$ cat config.mk
export PLATFORM = sky130hd
export DESIGN_NAME = double_ended_queue_top
export DESIGN_NICKNAME = d
export VERILOG_FILES = /design/src/sv/deq_pkg.sv /design/src/sv/deq_mem.sv /design/src/sv/deq_ctrl.sv /design/src/sv/double_ended_queue_top.sv
export VERILOG_INCLUDE_DIRS = /design/src /design/src/sv
export SDC_FILE = /design/constraint.sdc
export NUM_CORES = 1
export LEC_CHECK = 0
export ABC_AREA = 1
export BUFFER_PORTS_ARGS = -buffer_cell sky130_fd_sc_hd__buf_2
export CAP_MARGIN = 20
export CELL_PAD_IN_SITES_DETAIL_PLACEMENT = 0
export CELL_PAD_IN_SITES_GLOBAL_PLACEMENT = 1
export CORE_MARGIN = 1.5
export CORE_UTILIZATION = 35
export DETAILED_ROUTE_END_ITERATION = 16
export PLACE_DENSITY_LB_ADDON = 0.1
export SLEW_MARGIN = 20
export SYNTH_ARGS = -nofsm -noshare
export SYNTH_HDL_FRONTEND = slang
export SYNTH_HIERARCHICAL = 1
export SYNTH_SLANG_ARGS = --single-unit
$ cat constraint.sdc
create_clock -name clk -period 4.36 [get_ports clk]
set_input_delay 0.654 -clock clk [delete_from_list [all_inputs] [get_ports clk]]
set_output_delay 0.654 -clock clk [all_outputs]
set_load 0.02 [all_outputs]
$ cat src/sv/double_ended_queue_top_defines.svh
// assertion macros for the double-ended queue
// each one expects clk and arst_n in the scope where it is used
`ifndef DOUBLE_ENDED_QUEUE_TOP_DEFINES_SVH
`define DOUBLE_ENDED_QUEUE_TOP_DEFINES_SVH

// consequent checked in the same cycle
`define DEQ_ASSERT_NOW(lbl, ante, cons, msg) \
	lbl: assert property (@(posedge clk) disable iff (!arst_n) (ante) |-> (cons)) \
		else $error(msg);

// consequent checked in the cycle after the antecedent
`define DEQ_ASSERT_NEXT(lbl, ante, cons, msg) \
	lbl: assert property (@(posedge clk) disable iff (!arst_n) (ante) |=> (cons)) \
		else $error(msg);

`endif

$ cat src/sv/deq_pkg.sv
// ---------------------------------------------------------------------------
// deq_pkg
// shared types and constants of the double-ended queue
// ---------------------------------------------------------------------------
`timescale 1ns / 1ps
`default_nettype none

package deq_pkg;

	localparam int DEPTH_DEF = 16;
	localparam int DATA_W    = 32;
	localparam int OCC_W     = 5;

	typedef enum logic [2:0] {
		CMD_PUSH_FRONT = 3'd0,
		CMD_PUSH_BACK  = 3'd1,
		CMD_POP_FRONT  = 3'd2,
		CMD_POP_BACK   = 3'd3,
		CMD_PEEK_FRONT = 3'd4,
		CMD_PEEK_BACK  = 3'd5
	} cmd_t;

	typedef enum logic [1:0] {
		ST_OK    = 2'd0,
		ST_EMPTY = 2'd1,
		ST_FULL  = 2'd2
	} status_t;

	// result of one transaction, minus the item read from the store
	typedef struct packed {
		logic             done;
		logic             rd_used;
		status_t          status;
		logic             is_empty;
		logic [OCC_W-1:0] occupancy;
	} resp_t;

endpackage

`default_nettype wire

$ cat src/sv/deq_mem.sv
// ---------------------------------------------------------------------------
// deq_mem
// item store: one write port, one read port, registered read data
// ---------------------------------------------------------------------------
`timescale 1ns / 1ps
`default_nettype none

module deq_mem
	import deq_pkg::*;
#(
	parameter int DEPTH = DEPTH_DEF,
	parameter int AW    = $clog2(DEPTH)
) (
	input  wire logic              clk,
	input  wire logic              we,
	input  wire logic [AW-1:0]     waddr,
	input  wire logic [DATA_W-1:0] wdata,
	input  wire logic              re,
	input  wire logic [AW-1:0]     raddr,
	output logic      [DATA_W-1:0] rdata
);

	logic [DATA_W-1:0] mem [DEPTH];

	always_ff @(posedge clk) begin
		if (we) begin
			mem[waddr] <= wdata;
		end
	end

	always_ff @(posedge clk) begin
		if (re) begin
			rdata <= mem[raddr];
		end
	end

endmodule

`default_nettype wire

$ cat src/sv/deq_ctrl.sv
// ---------------------------------------------------------------------------
// deq_ctrl
// head pointer and item count, store access and registered status
// ---------------------------------------------------------------------------
`timescale 1ns / 1ps
`default_nettype none

module deq_ctrl
	import deq_pkg::*;
#(
	parameter int DEPTH = DEPTH_DEF,
	parameter int AW    = $clog2(DEPTH)
) (
	input  wire logic          clk,
	input  wire logic          arst_n,
	input  wire logic          accept,
	input  wire logic [2:0]    cmd,
	output logic               we,
	output logic [AW-1:0]      waddr,
	output logic               re,
	output logic [AW-1:0]      raddr,
	output resp_t              resp
);

	localparam int CW = $clog2(DEPTH + 1);
	localparam int SW = AW + 1;

	logic [AW-1:0] head_q;
	logic [CW-1:0] count_q;
	resp_t         resp_s1;

	logic [AW-1:0] head_d;
	logic [CW-1:0] count_d;
	status_t       status_d;
	logic          rd_used_d;
	logic          full;
	logic          empty;
	logic [AW-1:0] head_inc;
	logic [AW-1:0] head_dec;
	logic [SW-1:0] tail_sum;
	logic [SW-1:0] back_sum;
	logic [AW-1:0] tail_slot;
	logic [AW-1:0] back_slot;

	always_comb begin
		full     = (count_q == CW'(DEPTH));
		empty    = (count_q == '0);
		head_inc = (head_q == AW'(DEPTH - 1)) ? '0 : head_q + AW'(1);
		head_dec = (head_q == '0) ? AW'(DEPTH - 1) : head_q - AW'(1);
		// ring sums stay below twice the depth, one subtract wraps them
		tail_sum  = SW'(head_q) + SW'(count_q);
		back_sum  = tail_sum - SW'(1);
		tail_slot = (tail_sum >= SW'(DEPTH)) ? AW'(tail_sum - SW'(DEPTH)) : AW'(tail_sum);
		back_slot = (back_sum >= SW'(DEPTH)) ? AW'(back_sum - SW'(DEPTH)) : AW'(back_sum);
	end

	always_comb begin
		head_d    = head_q;
		count_d   = count_q;
		status_d  = ST_OK;
		rd_used_d = 1'b0;
		we        = 1'b0;
		waddr     = tail_slot;
		re        = 1'b0;
		raddr     = head_q;
		if (accept) begin
			unique case (cmd)
				CMD_PUSH_FRONT, CMD_PUSH_BACK: begin
					if (full) begin
						status_d = ST_FULL;
					end else begin
						we      = 1'b1;
						count_d = count_q + CW'(1);
						if (cmd == CMD_PUSH_FRONT) begin
							head_d = head_dec;
							waddr  = head_dec;
						end
					end
				end
				CMD_POP_FRONT, CMD_POP_BACK, CMD_PEEK_FRONT, CMD_PEEK_BACK: begin
					if (empty) begin
						status_d = ST_EMPTY;
					end else begin
						re        = 1'b1;
						rd_used_d = 1'b1;
						if (cmd == CMD_POP_BACK || cmd == CMD_PEEK_BACK) begin
							raddr = back_slot;
						end
						if (cmd == CMD_POP_FRONT) begin
							head_d  = head_inc;
							count_d = count_q - CW'(1);
						end else if (cmd == CMD_POP_BACK) begin
							count_d = count_q - CW'(1);
						end
					end
				end
				default: begin
					// unused command codes leave the queue alone
				end
			endcase
		end
	end

	always_ff @(posedge clk or negedge arst_n) begin
		if (!arst_n) begin
			head_q  <= '0;
			count_q <= '0;
			resp_s1 <= '0;
		end else begin
			head_q            <= head_d;
			count_q           <= count_d;
			resp_s1.done      <= accept;
			resp_s1.rd_used   <= rd_used_d;
			resp_s1.status    <= status_d;
			resp_s1.is_empty  <= (count_d == '0);
			resp_s1.occupancy <= OCC_W'(count_d);
		end
	end

	assign resp = resp_s1;

endmodule

`default_nettype wire

$ cat src/sv/double_ended_queue_top.sv
// a result appears in the cycle after its transaction is accepted
// throughput: one transaction per cycle; busy is never raised
// the store is read in the accept cycle and its registered output feeds data
// reset clears head and count; the store itself is not cleared
// results are shown for one cycle with done and cannot be held off
// ---------------------------------------------------------------------------
// double_ended_queue_top
// bounded double-ended queue of signed 32-bit items in a ring store
// ---------------------------------------------------------------------------
`timescale 1ns / 1ps
`default_nettype none
`include "double_ended_queue_top_defines.svh"

module double_ended_queue_top
	import deq_pkg::*;
#(
	parameter int DEPTH = DEPTH_DEF
) (
	input  wire logic                     clk,
	input  wire logic                     arst_n,
	input  wire logic                     start,
	output logic                          busy,
	input  wire logic [2:0]               cmd,
	input  wire logic signed [DATA_W-1:0] value,
	output logic                          done,
	output logic signed [DATA_W-1:0]      data,
	output logic [1:0]                    status,
	output logic                          is_empty,
	output logic [OCC_W-1:0]              occupancy
);

	localparam int AW = $clog2(DEPTH);

	logic              accept;
	logic              we;
	logic              re;
	logic [AW-1:0]     waddr;
	logic [AW-1:0]     raddr;
	logic [DATA_W-1:0] rdata;
	resp_t             resp;

	// every command finishes in one pass through the store
	assign busy   = 1'b0;
	assign accept = start && !busy;

	deq_ctrl #(
		.DEPTH (DEPTH),
		.AW    (AW)
	) u_ctrl (
		.clk    (clk),
		.arst_n (arst_n),
		.accept (accept),
		.cmd    (cmd),
		.we     (we),
		.waddr  (waddr),
		.re     (re),
		.raddr  (raddr),
		.resp   (resp)
	);

	deq_mem #(
		.DEPTH (DEPTH),
		.AW    (AW)
	) u_mem (
		.clk   (clk),
		.we    (we),
		.waddr (waddr),
		.wdata (value),
		.re    (re),
		.raddr (raddr),
		.rdata (rdata)
	);

	assign done      = resp.done;
	assign data      = resp.rd_used ? rdata : '0;
	assign status    = resp.status;
	assign is_empty  = resp.is_empty;
	assign occupancy = resp.occupancy;

	`DEQ_ASSERT_NEXT(a_result_follows, accept, done, "accepted transaction gave no result")
	`DEQ_ASSERT_NEXT(a_no_stray_result, !accept, !done, "result without a transaction")
	`DEQ_ASSERT_NOW(a_empty_status, done && status == ST_EMPTY, is_empty && data == '0, "empty status on a non-empty queue")
	`DEQ_ASSERT_NOW(a_full_status, done && status == ST_FULL, !is_empty && data == '0, "full status with bad flags")

endmodule

`default_nettype wire

## Yosys cells after proc, flatten, opt, wreduce, memory -nomap -nowiden

Memories as Yosys holds them, arrays and structs flattened. A register that Yosys moved wholly into a read port is not among the register bits.
Index checks and enable logic that the tools add are counted.

| cells by class | value |
|---|---|
| add/sub/neg operators | 8 |
| order comparisons | 2 |
| eq/ne operators | 11 |
| multiplexer cells | 36 |
| reductions and logical operators | 9 |

Operators by type and width:

| operator | count |
|---|---|
| $mux 4 | 16 |
| $mux 32 | 1 |
| $mux 5 | 5 |
| $sub 4x1->4 const B | 3 |
| $ge 5x5->1 const B | 2 |
| $logic_not 5->1 | 2 |
| $pmux 5 s2 | 1 |
| $sub 5x1->5 const B | 2 |
| $mux 1 | 9 |
| $pmux 4 s2 | 1 |
| $eq 3x2->1 const B | 2 |
| $eq 3x3->1 const B | 2 |
| $reduce_and 6->1 | 1 |
| $add 4x5->5 | 1 |
| $add 5x1->5 const B | 1 |
| $eq 5x5->1 const B | 1 |
| $add 4x1->4 const B | 1 |
| $eq 4x4->1 const B | 1 |
| $logic_not 4->1 | 1 |
| $mux 2 | 2 |
| $ne 2x1->1 const B | 2 |
| $ne 2x2->1 const B | 2 |
| $pmux 2 s2 | 1 |
| $reduce_or 4->1 | 1 |
| 5 further kinds | 5 |

| storage, ports and cells | value |
|---|---|
| register bits after elaboration | 14 |
| bits in writable memories | 512 |
| output and inout port bits | 42 |
| logic and storage cells | 73 |
| memories kept | 1 |

Memories:

| name | depth | width | rd ports | clocked after memory_dff | write ports | line | RTL |
|---|---|---|---|---|---|---|---|
| u_mem.mem | 16 | 32 | 1 | 1 | 1 | deq_mem.sv:23 | `logic [DATA_W-1:0] mem [DEPTH];` |

## Longest topological paths before layout

| depth | value |
|---|---|
| depth in word-level cells | 8 |
| gate-level depth with buffers | 18 |
| gate-level depth less buffers | 15 |

## Cells and area by module

The synthesis kept the hierarchy.

Modules (own cells, without submodules):

| module | instances | cells an instance | area each (um^2) |
|---|---|---|---|
| deq_mem | 1 | 2120 | 23050.9 |
| deq_ctrl | 1 | 195 | 1358.8 |
| double_ended_queue_top | 1 | 69 | 285.3 |

## Worst setup path after synthesis

OpenSTA, ideal clock, no wires.

| timing path | value |
|---|---|
| path kind | register to register |
| start point | register, netlist name u_ctrl/resp[0] |
| end point | memory u_mem.mem[12][0] (enable) |
| arrival time | 3.310 ns |
| required time | 3.939 ns |
| setup slack | 0.629 ns |
| cell stages (with the launch flop) | 8 |
| path buffers | 0 |
| period minus slack after synthesis | 3.731 ns |
| cell sequence | dfrtp_1 -> ha_1 -> inv_1 -> fa_1 -> or2_2 -> a31oi_1 -> nand3_1 -> nor2_1 |

RTL lines:

| element | line |
|---|---|
| end, declared | deq_mem.sv:23 |

==> summary.txt <==
Power and ir drop
  • Total Power: about 18,000 uW
  • Leak pwr: roughly 0.012 uW
  • Pwr/cell area: ~620 nW/um^2
  • Peak supply drop: roughly 0.9 mV

Final layout
  • Area grow syn2layout: 14.6%
  • Number of diodes: 0
  • Final net count: roughly 2,500
  • Most frequent cells in the layout: nand2_1 (756), edfxtp_1 (544), inv_1 (446)
  • Share of layout cells above drive strength 1: 0.104
  • Final core occ: 0.405
  • Most common library cell in the layout ignoring fill and taps: nand2_1

Floorplan
  • Die X: 269 um
  • Site Rows: 97
  • Initial Util: 0.353
  • Die Y: between 200 and 300 um
  • Floorplan Core Area: between 60,000 and 70,000 um^2
  • Die ar.: around 72,000 um^2
  • IO Pins: 80

Placed design
  • GPL Wtd Cong: about 0.77
  • Detail Placement HPWL: around 36 mm
  • Pre-CTS setup slack: ~0.38 ns
  • Port bufs: roughly 80

CTS
  • Clock Latency Late Sink: 0.59 ns
  • CTS tree: yes
  • Clock Tree Buf Depth: 3
  • TritonCTS Buffers: 67
  • Clock sinks: 558
  • Clock root buffer: clkbuf_16
  • CTS clk-pin slew, worst paths: 0.05 ns
  • Htree depth: 3
  • Post-CTS Setup Bufs: 0
  • Resize count post-CTS: 0

Global route
  • GRT overflow: 0
  • Tot GR Track Use: 0.187
  • Largest net degree at the start of global routing: between 100 and 150
  • First-pass GRT wire length: between 100 and 150 mm
  • Initial antenna violation count: 1
  • Vias in the first global route: 16,200

Timing
  • Final setup vio count: 0
  • Max Slew Vio Count: 0
  • Slew @ Worst Pin: roughly 0.98 ns
  • Rel. slew slack: 0.344
  • Fin worst setup slack: about 0.45 ns
  • Final hold viol count: 0
  • Worst Skew: between 0.02 and 0.03 ns
  • RSZ-0062 raised after global routing: false
  • Fmax: approximately 260 MHz
  • Post-route minimum period: ~3.9 ns
  • Setup TNS Final: 0 ns
  • Period Utilization, post-route: 0.897

Critical path
  • Worst path top cell family by delay: simple AND/OR/NAND/NOR gates
  • Type of origin of the critical path: flop
  • CP bufs+invs: 2
  • WS Path Type: reg -> reg
  • CP max-delay cell: nor2_4
  • Required @ worst endpoint: 4.63 ns
  • Crit-path cells: inv_1 -> ha_1 -> nand3_1 -> nand2_2 -> nor2_2 -> nand2_2 -> a31oi_1 -> nand3_1 -> nor2_4 -> buf_12
  • Critical Path Max Stage Delay: between 0.5 and 0.6 ns
  • Crit. End Element: flop
  • Critical path fanouts, max: 22
  • Crit path DAT: 4.18 ns

Synth
  • Number of synthesized flops with an enable pin: 544
  • Synth top area cells: edfxtp_1 (66%), nand2_1 (11%), nand3_1 (8.1%), inv_1 (6.8%), buf_6 (1.6%)
  • Post-synth top area share: 0.661
  • Cell area after synthesis: approximately 25,000 um^2
  • Synth async-reset ratio: 0.0251
  • Mean Syn Cell Area: between 10 and 15 um^2
  • Synth Register Bits: 558
  • Synthesis Warnings: 6
  • Primary FF master, synth: edfxtp_1
  • Seq/Total Area, Yosys: 0.676
  • Synth cell types: 38
  • Synthesized net count: around 2,400
  • Yosys top cell by area: edfxtp_1
  • Cells after Synth: roughly 2,400

Route
  • Residual DRC: 0
  • First DRT Iteration DRCs: a little under 1,000
  • Final WL: about 66 mm
  • Vias per std cell: approximately 4.7
  • Via count: ~16,000
  • Remaining antenna violation count: 0
  • Pre-antenna DRT Iters: 5
  • Routed len/inst: 18.9 um

Hold path
  • Worst hold path class: in -> reg

Job
  • Total of max-cap violations: 0

Run status
  • Status: complete, no violations
## worst reg2reg max path: cells and delay by family, from the launching register on
kind,cells,cell delay (ns)
flops,1,0.51
buf+inv,2,0.44
fa+ha+maj,1,0.32
simple gates,6,1.79
compound gates,1,0.49
## logic make-up after synthesis
logic type	share of synthesized area
fa+ha+maj	0.00638
flops	0.676
simple gates	0.211
other cells	0.000152
xor+xnor	0.00142
compound gates	0.00557
buf+inv	0.100
## Yosys cell counts (3+ instances only)
| cell | number |
|---|---|
| a21oi_1 | 7 |
| buf_1 | 14 |
| buf_2 | 42 |
| buf_4 | 7 |
| buf_6 | 34 |
| clkbuf_1 | 14 |
| dfrtp_1 | 14 |
| edfxtp_1 | 544 |
| ha_1 | 11 |
| inv_1 | 448 |
| inv_2 | 4 |
| nand2_1 | 756 |
| nand2_2 | 10 |
| nand3_1 | 398 |
| nand4_1 | 3 |
| nor2_1 | 30 |
| nor2_2 | 4 |
| nor3_1 | 4 |
| o21ai_0 | 11 |
| o21ai_1 | 4 |
## what timing repair did
action / CTS / global route
endpoints found under the setup margin: 0 / 0
hold buffers: 1 / 0
hold endpoints to repair: 14 / 0
## sequential cells by signal, summed over array words and instances, names as in the netlist
register,flops
u_mem/mem,512
u_mem/rdata,32
u_ctrl/resp,10
u_ctrl/head_q,4
## final cells by class
type | count | area, um^2
clock buffer | 92 | 1860
inverter | 453 | 1710
tap | 940 | 1180
fill | 6939 | 41600
sequential | 558 | 16700
clock inverter | 30 | 156
multi-input combinational | 1261 | 5700
timing repair buffer | 130 | 1020
## power by group
part           internal (uW)  total (uW)  switching [uW]
logic                   1720        5860            4150
clock network           3030        5160            2130
registers               6380        6560             178
## routing by layer
metal  up-vias  share of wire  GRT usage  wire length, um
met4         2          0.019     0.0554             1280
met5         -        0.00020          0               13
met3        89          0.036     0.0258             2360
li1       7851              -          -                -
met2       267           0.48      0.312            31500
met1      7965           0.46      0.254            30400
## path summary, 6_finish.rpt
kind                                        from                end  slack, ns  cells after the start
worst max-delay path              u_ctrl/resp[1]  u_mem/mem[15][22]       0.45                     10
worst min-delay path                       start     u_ctrl/resp[9]       0.21                      1
worst max register to register    u_ctrl/resp[1]  u_mem/mem[15][22]       0.45                     10
worst min register to register  u_ctrl/head_q[1]   u_ctrl/head_q[1]       0.63                      2
max in group asynchronous                 arst_n     u_ctrl/resp[8]       3.54                      2
min in group asynchronous                 arst_n     u_ctrl/resp[7]       0.53                      2
## metrics by stage
stage / hold slack (ns) / std cells / instance area, um^2
after global routing: 0.191 / 3464 / 28300
after floorplan: 0.358 / 2384 / 24700
after global placement: 0.592 / 3341 / 26300
after detailed placement: 0.589 / 3341 / 26300
after CTS: 0.165 / 3464 / 28300
final: 0.209 / 3464 / 28300
No activity file was read; power rests on OpenSTA's default activity.
